===== src/hsv_to_rgb565_defines.svh =====
// assertion macros shared by the rtl files
`ifndef HSV_TO_RGB565_DEFINES_SVH
`define HSV_TO_RGB565_DEFINES_SVH

// consequent must hold in the same cycle as the antecedent
`define H2R_ASSERT_SAME(label, ante, cons, msg) \
	label: assert property (@(posedge clk) disable iff (!arst_n) (ante) |-> (cons)) \
		else $error(msg);

// consequent must hold in the cycle after the antecedent
`define H2R_ASSERT_NEXT(label, ante, cons, msg) \
	label: assert property (@(posedge clk) disable iff (!arst_n) (ante) |=> (cons)) \
		else $error(msg);

`endif


===== src/h2r_pkg.sv =====
package h2r_pkg;

	// hue sector, one per sixth of the color wheel
	typedef enum logic [2:0] {
		SEC_0 = 3'd0,
		SEC_1 = 3'd1,
		SEC_2 = 3'd2,
		SEC_3 = 3'd3,
		SEC_4 = 3'd4,
		SEC_5 = 3'd5
	} sector_t;

	localparam int unsigned SectorSize = 43;
	localparam logic [7:0] FULL = 8'd255;

	// hue at which each sector starts
	localparam logic [7:0] SEC1_BASE = 8'(SectorSize * 1);
	localparam logic [7:0] SEC2_BASE = 8'(SectorSize * 2);
	localparam logic [7:0] SEC3_BASE = 8'(SectorSize * 3);
	localparam logic [7:0] SEC4_BASE = 8'(SectorSize * 4);
	localparam logic [7:0] SEC5_BASE = 8'(SectorSize * 5);

	// 8 bit to 5 and 6 bit rescale constants
	localparam logic [7:0]  RB_MUL = 8'd249;
	localparam logic [15:0] RB_ADD = 16'd1014;
	localparam logic [7:0]  G_MUL  = 8'd253;
	localparam logic [15:0] G_ADD  = 16'd505;

	// largest fraction seen in the top sector
	localparam logic [7:0] TOP_FRAC_MAX = 8'd240;

endpackage


===== src/hsv_to_rgb565.sv =====
// HSV to RGB565 converter. Each input word carries an 8-bit hue, saturation and
// brightness; each output word is one packed RGB565 pixel (red 15:11, green 10:5,
// blue 4:0), one pixel per input word, in order. The datapath is a four-stage
// pipeline: sector split, first products, second products, then channel select
// and rescale to 5/6 bits. An accepted word passes through the stage 1 to 4
// registers in order, and out_valid is the stage 4 valid. A new word
// is taken every cycle while out_ready is high; each stage holds its word when the
// stage after it is full and stalled, so nothing is lost or repeated. Zero
// saturation gives a grey with all channels equal to brightness.
`include "hsv_to_rgb565_defines.svh"

module hsv_to_rgb565 (
	input  logic        clk,
	input  logic        arst_n,
	input  logic        in_valid,
	output logic        in_ready,
	input  logic [7:0]  hue,
	input  logic [7:0]  saturation,
	input  logic [7:0]  brightness,
	output logic        out_valid,
	input  logic        out_ready,
	output logic [15:0] pixel
);

	// stage valids and load enables
	logic valid_s1, valid_s2, valid_s3, valid_s4;
	logic adv_s1, adv_s2, adv_s3, adv_s4;

	assign adv_s4   = !valid_s4 || out_ready;
	assign adv_s3   = !valid_s3 || adv_s4;
	assign adv_s2   = !valid_s2 || adv_s3;
	assign adv_s1   = !valid_s1 || adv_s2;
	assign in_ready = adv_s1;

	// stage 1: sector and fraction
	h2r_pkg::sector_t sector_in;
	logic [7:0]       base_in;
	logic [5:0]       rem_in;
	logic [7:0]       frac_in;
	logic [7:0]       rem_full;

	always_comb begin
		if (hue >= h2r_pkg::SEC5_BASE) begin
			sector_in = h2r_pkg::SEC_5;
		end else if (hue >= h2r_pkg::SEC4_BASE) begin
			sector_in = h2r_pkg::SEC_4;
		end else if (hue >= h2r_pkg::SEC3_BASE) begin
			sector_in = h2r_pkg::SEC_3;
		end else if (hue >= h2r_pkg::SEC2_BASE) begin
			sector_in = h2r_pkg::SEC_2;
		end else if (hue >= h2r_pkg::SEC1_BASE) begin
			sector_in = h2r_pkg::SEC_1;
		end else begin
			sector_in = h2r_pkg::SEC_0;
		end
	end

	always_comb begin
		unique case (sector_in)
			h2r_pkg::SEC_1: base_in = h2r_pkg::SEC1_BASE;
			h2r_pkg::SEC_2: base_in = h2r_pkg::SEC2_BASE;
			h2r_pkg::SEC_3: base_in = h2r_pkg::SEC3_BASE;
			h2r_pkg::SEC_4: base_in = h2r_pkg::SEC4_BASE;
			h2r_pkg::SEC_5: base_in = h2r_pkg::SEC5_BASE;
			default:        base_in = 8'd0;
		endcase
	end

	// remainder is below 43 in every sector, times six stays within 8 bits
	assign rem_full = hue - base_in;
	assign rem_in   = rem_full[5:0];
	assign frac_in  = {rem_in, 2'b00} + {1'b0, rem_in, 1'b0};

	h2r_pkg::sector_t sector_s1;
	logic [7:0]       frac_s1, sat_s1, bri_s1;

	always_ff @(posedge clk or negedge arst_n) begin
		if (!arst_n) begin
			valid_s1 <= 1'b0;
		end else if (adv_s1) begin
			valid_s1 <= in_valid;
		end
	end

	always_ff @(posedge clk) begin
		if (adv_s1 && in_valid) begin
			sector_s1 <= sector_in;
			frac_s1   <= frac_in;
			sat_s1    <= saturation;
			bri_s1    <= brightness;
		end
	end

	// stage 2: saturation products and p
	logic [15:0] sf_prod, sfc_prod, p_prod;

	assign sf_prod  = 16'(sat_s1) * 16'(frac_s1);
	assign sfc_prod = 16'(sat_s1) * 16'(h2r_pkg::FULL - frac_s1);
	assign p_prod   = 16'(bri_s1) * 16'(h2r_pkg::FULL - sat_s1);

	h2r_pkg::sector_t sector_s2;
	logic [7:0]       sf_s2, sfc_s2, p_s2, bri_s2;
	logic             gray_s2;

	always_ff @(posedge clk or negedge arst_n) begin
		if (!arst_n) begin
			valid_s2 <= 1'b0;
		end else if (adv_s2) begin
			valid_s2 <= valid_s1;
		end
	end

	always_ff @(posedge clk) begin
		if (adv_s2 && valid_s1) begin
			sector_s2 <= sector_s1;
			sf_s2     <= sf_prod[15:8];
			sfc_s2    <= sfc_prod[15:8];
			p_s2      <= p_prod[15:8];
			bri_s2    <= bri_s1;
			gray_s2   <= (sat_s1 == 8'd0);
		end
	end

	// stage 3: q and t
	logic [15:0] q_prod, t_prod;

	assign q_prod = 16'(bri_s2) * 16'(h2r_pkg::FULL - sf_s2);
	assign t_prod = 16'(bri_s2) * 16'(h2r_pkg::FULL - sfc_s2);

	h2r_pkg::sector_t sector_s3;
	logic [7:0]       p_s3, q_s3, t_s3, bri_s3;
	logic             gray_s3;

	always_ff @(posedge clk or negedge arst_n) begin
		if (!arst_n) begin
			valid_s3 <= 1'b0;
		end else if (adv_s3) begin
			valid_s3 <= valid_s2;
		end
	end

	always_ff @(posedge clk) begin
		if (adv_s3 && valid_s2) begin
			sector_s3 <= sector_s2;
			p_s3      <= p_s2;
			q_s3      <= q_prod[15:8];
			t_s3      <= t_prod[15:8];
			bri_s3    <= bri_s2;
			gray_s3   <= gray_s2;
		end
	end

	// stage 4: channel order, grey bypass, rescale and pack
	logic [7:0]  red, green, blue;
	logic [15:0] red_scaled, green_scaled, blue_scaled;

	always_comb begin
		if (gray_s3) begin
			red   = bri_s3;
			green = bri_s3;
			blue  = bri_s3;
		end else begin
			unique case (sector_s3)
				h2r_pkg::SEC_0: begin
					red = bri_s3; green = t_s3;   blue = p_s3;
				end
				h2r_pkg::SEC_1: begin
					red = q_s3;   green = bri_s3; blue = p_s3;
				end
				h2r_pkg::SEC_2: begin
					red = p_s3;   green = bri_s3; blue = t_s3;
				end
				h2r_pkg::SEC_3: begin
					red = p_s3;   green = q_s3;   blue = bri_s3;
				end
				h2r_pkg::SEC_4: begin
					red = t_s3;   green = p_s3;   blue = bri_s3;
				end
				default: begin
					red = bri_s3; green = p_s3;   blue = q_s3;
				end
			endcase
		end
	end

	// sums stay below 65536 for all 8-bit channels
	assign red_scaled   = 16'(red) * 16'(h2r_pkg::RB_MUL) + h2r_pkg::RB_ADD;
	assign green_scaled = 16'(green) * 16'(h2r_pkg::G_MUL) + h2r_pkg::G_ADD;
	assign blue_scaled  = 16'(blue) * 16'(h2r_pkg::RB_MUL) + h2r_pkg::RB_ADD;

	logic [15:0] pixel_s4;

	always_ff @(posedge clk or negedge arst_n) begin
		if (!arst_n) begin
			valid_s4 <= 1'b0;
		end else if (adv_s4) begin
			valid_s4 <= valid_s3;
		end
	end

	always_ff @(posedge clk) begin
		if (adv_s4 && valid_s3) begin
			pixel_s4 <= {red_scaled[15:11], green_scaled[15:10], blue_scaled[15:11]};
		end
	end

	assign out_valid = valid_s4;
	assign pixel     = pixel_s4;

	// a ready sink lets the whole pipeline advance
	`H2R_ASSERT_SAME(a_ready_chain, out_ready, in_ready, "in_ready low while out_ready high")
	// top sector fraction never exceeds its bound
	`H2R_ASSERT_SAME(a_top_frac, valid_s1 && sector_s1 == h2r_pkg::SEC_5,
		frac_s1 <= h2r_pkg::TOP_FRAC_MAX, "top sector fraction out of range")
	// a stalled word in stage 2 is kept
	`H2R_ASSERT_NEXT(a_hold_s2, valid_s2 && !adv_s3, valid_s2, "stage 2 word dropped on stall")
	// intermediates never exceed brightness
	`H2R_ASSERT_SAME(a_qt_bound, valid_s3,
		q_s3 <= bri_s3 && t_s3 <= bri_s3 && p_s3 <= bri_s3, "intermediate above brightness")

endmodule


===== config.mk =====
export PLATFORM = sky130hd
export DESIGN_NAME = hsv_to_rgb565
export DESIGN_NICKNAME = d
export VERILOG_FILES = /design/src/h2r_pkg.sv /design/src/hsv_to_rgb565.sv
export VERILOG_INCLUDE_DIRS = /design/src /design/src/src
export SDC_FILE = /design/constraint.sdc
export NUM_CORES = 1
export LEC_CHECK = 0
export BUFFER_PORTS_ARGS = -buffer_cell sky130_fd_sc_hd__clkbuf_2
export CAP_MARGIN = 20
export CORE_UTILIZATION = 55
export DETAILED_ROUTE_END_ITERATION = 7
export PLACE_DENSITY = 0.72
export SYNTH_ARGS = -nofsm -noshare
export SYNTH_HDL_FRONTEND = slang
export SYNTH_SLANG_ARGS = --single-unit

===== constraint.sdc =====
create_clock -name clk -period 6.15 [get_ports clk]
set_input_delay 0.615 -clock clk [delete_from_list [all_inputs] [get_ports clk]]
set_output_delay 0.615 -clock clk [all_outputs]
set_load 0.02 [all_outputs]

## Word level (Yosys, flattened, before mapping)

Cells that the tools add are included.

- Logic and storage cells: 82
- Output and inout bits: 18
- Bits in registers: 119
- Input bits: 28

- Order comparisons: 5
- Reduce and logical (&&, ||, !) cells: 18
- Equality and inequality tests: 9
- Add/subtract/negate cells: 9
- Multiplexer cells: 12
- Multiply operators: 8

Operators by type and width:

| operator | count |
|---|---|
| 8-bit one-hot mux with 3 select lines | 3 |
| 9-bit by 9-bit multiplier with 16-bit output | 4 |
| 8-bit by 8-bit multiplier with 16-bit output, second input constant | 3 |
| 8-bit by 8-bit subtractor with 9-bit output, first input constant | 4 |
| 16-bit by 10-bit adder with 16-bit output, second input constant | 2 |
| 6-bit one-hot mux with 5 select lines | 1 |
| 8-bit >= comparator, second input constant | 3 |
| 8-bit 2-to-1 mux | 3 |
| 16-bit by 9-bit adder with 16-bit output, second input constant | 1 |
| 8-bit by 8-bit multiplier with 16-bit output | 1 |
| 3-bit by 2-bit equality test with 1-bit output, second input constant | 4 |
| 3-bit equality test, second input constant | 3 |
| 8-bit by 7-bit adder with 8-bit output | 1 |
| 8-bit by 6-bit >= comparator with 1-bit output, second input constant | 1 |
| 8-bit by 7-bit >= comparator with 1-bit output, second input constant | 1 |
| 8-bit zero test | 1 |
| 2-bit OR reduction | 4 |
| 3-bit by 1-bit equality test with 1-bit output, second input constant | 2 |
| 3-bit 2-to-1 mux | 2 |
| 6-bit subtractor | 1 |
| 1-bit logical AND | 4 |
| 1-bit zero test | 4 |
| 1-bit logical OR | 4 |
| 2-bit 2-to-1 mux | 2 |
| other kinds (2) | 2 |

## Logic depth before layout (Yosys ltp)

- Depth after elaboration: 10
- Depth in mapped cells: 23
- Mapped depth without buffers: 21

## Least setup slack after synthesis

OpenSTA, ideal clock, no wires.

- Kind: register -> register
- Start: register sector_s3[0]
- End: register pixel_s4[10] (netlist: pixel[10]), data pin
- Data required time: 5.886 ns
- Path buffers: 2
- Stages on the path, launching flop included: 22
- Setup slack: 0.606 ns
- Clock period less this slack: 5.544 ns
- Library setup time: 0.264 ns
- Data arrival time: 5.280 ns
- Cell sequence: edfxtp_1 buf_4 buf_4 nor2b_1 nor2_1 o21bai_1 nand2_1 o21ai_0 inv_1 fa_1 fa_1 inv_1 fa_1 fa_1 inv_1 ha_1 and3_1 a221o_1 a21oi_2 o21ai_1 o41ai_2 xnor2_1

- Word-level cells in the longest chain between the ends: 6
- Elaborated cells on any way between the ends: 9
- Classes of those cells: add/sub: 1; mul: 1; eq/ne: 3; mux: 2; reduce/logical: 2

RTL lines:

| element | line | text |
|---|---|---|
| start: declaration | hsv_to_rgb565.sv:130 | `h2r_pkg::sector_t sector_s3;` |
| start signal: assignment | hsv_to_rgb565.sv:144 | `sector_s3 <= sector_s2;` |
| 3-bit by 2-bit equality test with 1-bit output or 3-bit by 1-bit equality test with 1-bit output (tied branches) | hsv_to_rgb565.sv:163 | `unique case (sector_s3)` |
| 2-bit OR reduction (no line) | n/a |  |
| 8-bit one-hot mux with 3 select lines (*) | hsv_to_rgb565.sv:163 |  |
| 8-bit 2-to-1 mux (*) | hsv_to_rgb565.sv:158 | `if (gray_s3) begin` |
| 8-bit by 8-bit multiplier with 16-bit output (*) | hsv_to_rgb565.sv:188 | `assign green_scaled = 16'(green) * 16'(h2r_pkg::G_MUL) + h2r_pkg::G_ADD;` |
| 16-bit by 9-bit adder with 16-bit output (*) | hsv_to_rgb565.sv:188 |  |
| net green_scaled[15] | hsv_to_rgb565.sv:155 | `logic [15:0] red_scaled, green_scaled, blue_scaled;` |
| end signal: assignment | hsv_to_rgb565.sv:203 | `pixel_s4 <= {red_scaled[15:11], green_scaled[15:10], blue_scaled[15:11]};` |
| end: declaration | hsv_to_rgb565.sv:191 | `logic [15:0] pixel_s4;` |

The timed path passes the listed nets; every way through them passes the cells marked *.
A chain may end at the register's enable or synchronous reset.

## Worst setup path in the final report

Same ends and word-level chain as after synthesis.

==> impl_results.md <==
* Status: complete, no violations
* Max_slew headroom at 42.0%
* Final Setup Violations at 0
* Crit-path cells: buf_4 -> nor2b_1 -> nor2_1 -> o21bai_1 -> nand2_1 -> o21ai_0 -> inv_1 -> fa_1 -> fa_1 -> inv_1 -> fa_1 -> fa_1 -> inv_1 -> ha_1 -> and3_1 -> a221o_1 -> a21oi_2 -> o21ai_1 -> o41ai_2 -> xnor2_1
* Register area share after synthesis at between 10% and 20%
* Top delay family on crit path: adder cells
* Layout area overhead at 8.04%
* Avg Inst Size Synth at roughly 10 um^2
* Critical path's largest stage delay at ~0.55 ns
* Number of buffers created by CTS at 17
* Detailed-route wire length per cell at 15.5 um
* Flop and latch count out of synthesis at about 120
* Final worst-path cycle share at slightly above 90%
* # clock sinks at approximately 120
* DRC at 0
* Height of the die at between 150 and 200 um
* Syn Std Cell Area at around 18000 um^2
* Crit-path max FO at 7
* Filler cell count at around 2800
* Post-synth EDFFs at around 110
* Top_reg_cell synth: edfxtp_1
* Layout Cells excl Fill at roughly 2300
* Reg clk slew, reported paths at ~0.07 ns
* Syn nets at ~2400
* PortBufs at 45
* CTS tree: yes
* Skew-Pair Late Insertion Delay at between 0.4 and 0.5 ns
* Cell variety after synth at between 70 and 80
* Clock buffer depth at 2
* Num rows at between 60 and 70
* RSZ-0062 raised after global routing: false
* Ports at 46
* CP startpoint kind: register
* WL final at about 36 mm
* GRT Util Overall at 23.3%
* Top cell by count, worst path: fa_1
* Most common library cells after synthesis: 367 x inv_1, 297 x ha_1, 241 x fa_1, 119 x nor2b_1, 114 x edfxtp_1
* # placed instances at between 2000 and 2500
* DRT iter0 DRCs at a little over 400
* Crit. End Element: register
* Die X-Extent at 185 um
* Buf/Inv on CP at 4
* Worst Tran Pin Value at 0.871 ns
* Antenna cells at 0
* Final hold violations at 0
* H-tree depth at 4
* Post-synth top area share at a little over a quarter
* GRT overflow at 0
* Post-synth top area cell: fa_1
* Final #Nets at around 2500
* Crit path from: sector_s3[0]
* Initial core utilization at a little under three fifths
* Antenna violations before repair at 0
* FF-to-FF Start: sector_s3[0]
* HP Class: input pin to register
* Critical Path RT at approximately 6.3 ns
* Hold_sp: brightness[1]
* Final setup TNS at 0 ns
* MaxCap Viol Count at 0
* First-pass GRT wire length at roughly 63 mm
* Vias in the first global route at around 13000
* Yosys warning count at 0
* Via Count at between 10000 and 15000
* Die area at approximately 34000 um^2
* Clk Tree Root Cell: clkbuf_16
* Largest net degree at the start of global routing at 37
* Post-CTS Resized at 0
* Cell count after synthesis at roughly 1800
* Clock Skew at about 0.014 ns
* First-pass DRT Iterations at 5
* Data arrival time of the critical path at approximately 5.8 ns
* Min cycle time layout at ~5.6 ns
* Layout cells sized above 1 at roughly 7.0%
* Post-detail-place hpwl at approximately 30 mm
* Worst path slowest cell: fa_1
* Area contributors post-synth: fa_1 26%, ha_1 20%, edfxtp_1 19%
* ANT nets after route at 0
* Cell with the most instances after synthesis: inv_1
* Max-slew violation count at 0
* Core region area at between 30000 and 40000 um^2
* Via density at between 5 and 6
* Critical path class: register to register
* Hold slack at about 0.35 ns
* Fmax at 178 MHz
* Global placer's final weighted congestion at about 0.9
* Synth async-reset ratio at 3.39%
-- cells in the final DEF (no fill, tap or decap), drive strengths merged, types with 22 or more instances in the layout --
cell type	netlist	final
clkbuf	32	63
nand2b	97	97
nor2	91	91
a21oi	65	65
and2	34	34
nor2b	119	119
xor2	22	22
fa	241	241
nand2	83	83
xnor2	54	54
ha	297	297
edfxtp	114	114
buf	9	30
o21ai	47	47
inv	368	370
-- area by class of cell --
cell class	count	area [um^2]	area share [%]
Clock buffer	18	429	2.16
Clock inverter	14	199	1.00
Inverter	371	1390	7.01
Multi-Input combinational cell	1309	13300	66.9
Sequential cell	118	3520	17.7
Tap cell	442	553	2.78
Timing Repair Buffer	76	468	2.36
-- flip-flops by register name, indices dropped and copies added (netlist names), 3 cells and up --
signal	cells
sf_s2	8
q_s3	8
p_s2	8
sector_s3	3
p_s3	8
sat_s1	8
sector_s1	3
bri_s2	8
sfc_s2	8
bri_s1	8
bri_s3	8
sector_s2	3
pixel	16
t_s3	8
frac_s1	7
-- logic make-up (layout without fill, tap and decap cells) --
| group | after synthesis | count (layout) | share of synthesized area [%] |
|---|---|---|---|
| adders and majority gates | 538 | 538 | 46.5 |
| and+or+nand+nor | 479 | 479 | 14.1 |
| buffers and inverters | 412 | 479 | 8.51 |
| AOI/OAI and AO/OA | 197 | 197 | 7.06 |
| DFF | 118 | 118 | 19.2 |
| xor gates and xnor gates | 77 | 77 | 3.74 |
| muxes | 18 | 18 | 1.01 |
-- final timing paths --
| check | cells past startpoint | end | slack (ns) |
|---|---|---|---|
| worst max-delay path | 20 | pixel[10] | 0.52 |
| worst min-delay path | 1 | bri_s1[1] | 0.35 |
| worst max register to register | 20 | pixel[10] | 0.52 |
| worst min register to register | 0 | gray_s3 | 0.42 |
| max in group asynchronous | 2 | out_valid | 5.50 |
| min in group asynchronous | 2 | valid_s1 | 0.52 |
-- what timing repair did --
| item | in CTS | in global routing |
|---|---|---|
| hold buffers | 1 | 0 |
| endpoints found under the setup margin | 0 | 1 |
| hold endpoints to repair | 4 | 0 |
| setup buffers | 0 | 3 |
-- stage by stage --
stage,util (%),cell area (um^2),setup WS (ns)
final,60.7,19900,0.522
after global routing,60.7,19900,0.175
after CTS,60.7,19800,0.378
after detailed placement,58.7,19200,0.391
after global placement,58.7,19200,0.502
after floorplan,-,18400,0.606
-- metal layers --
metal	vias to the layer above	GRT usage (%)	share of wire, %
li1	6005	-	-
met1	6143	28.9	44
met2	195	42.2	51
met3	56	2.99	3.0
met4	0	7.07	2.1
met5	-	0	0
Power is not shown: default switching activity piles up to over one toggle a cycle in this logic, so the estimate is an artifact.
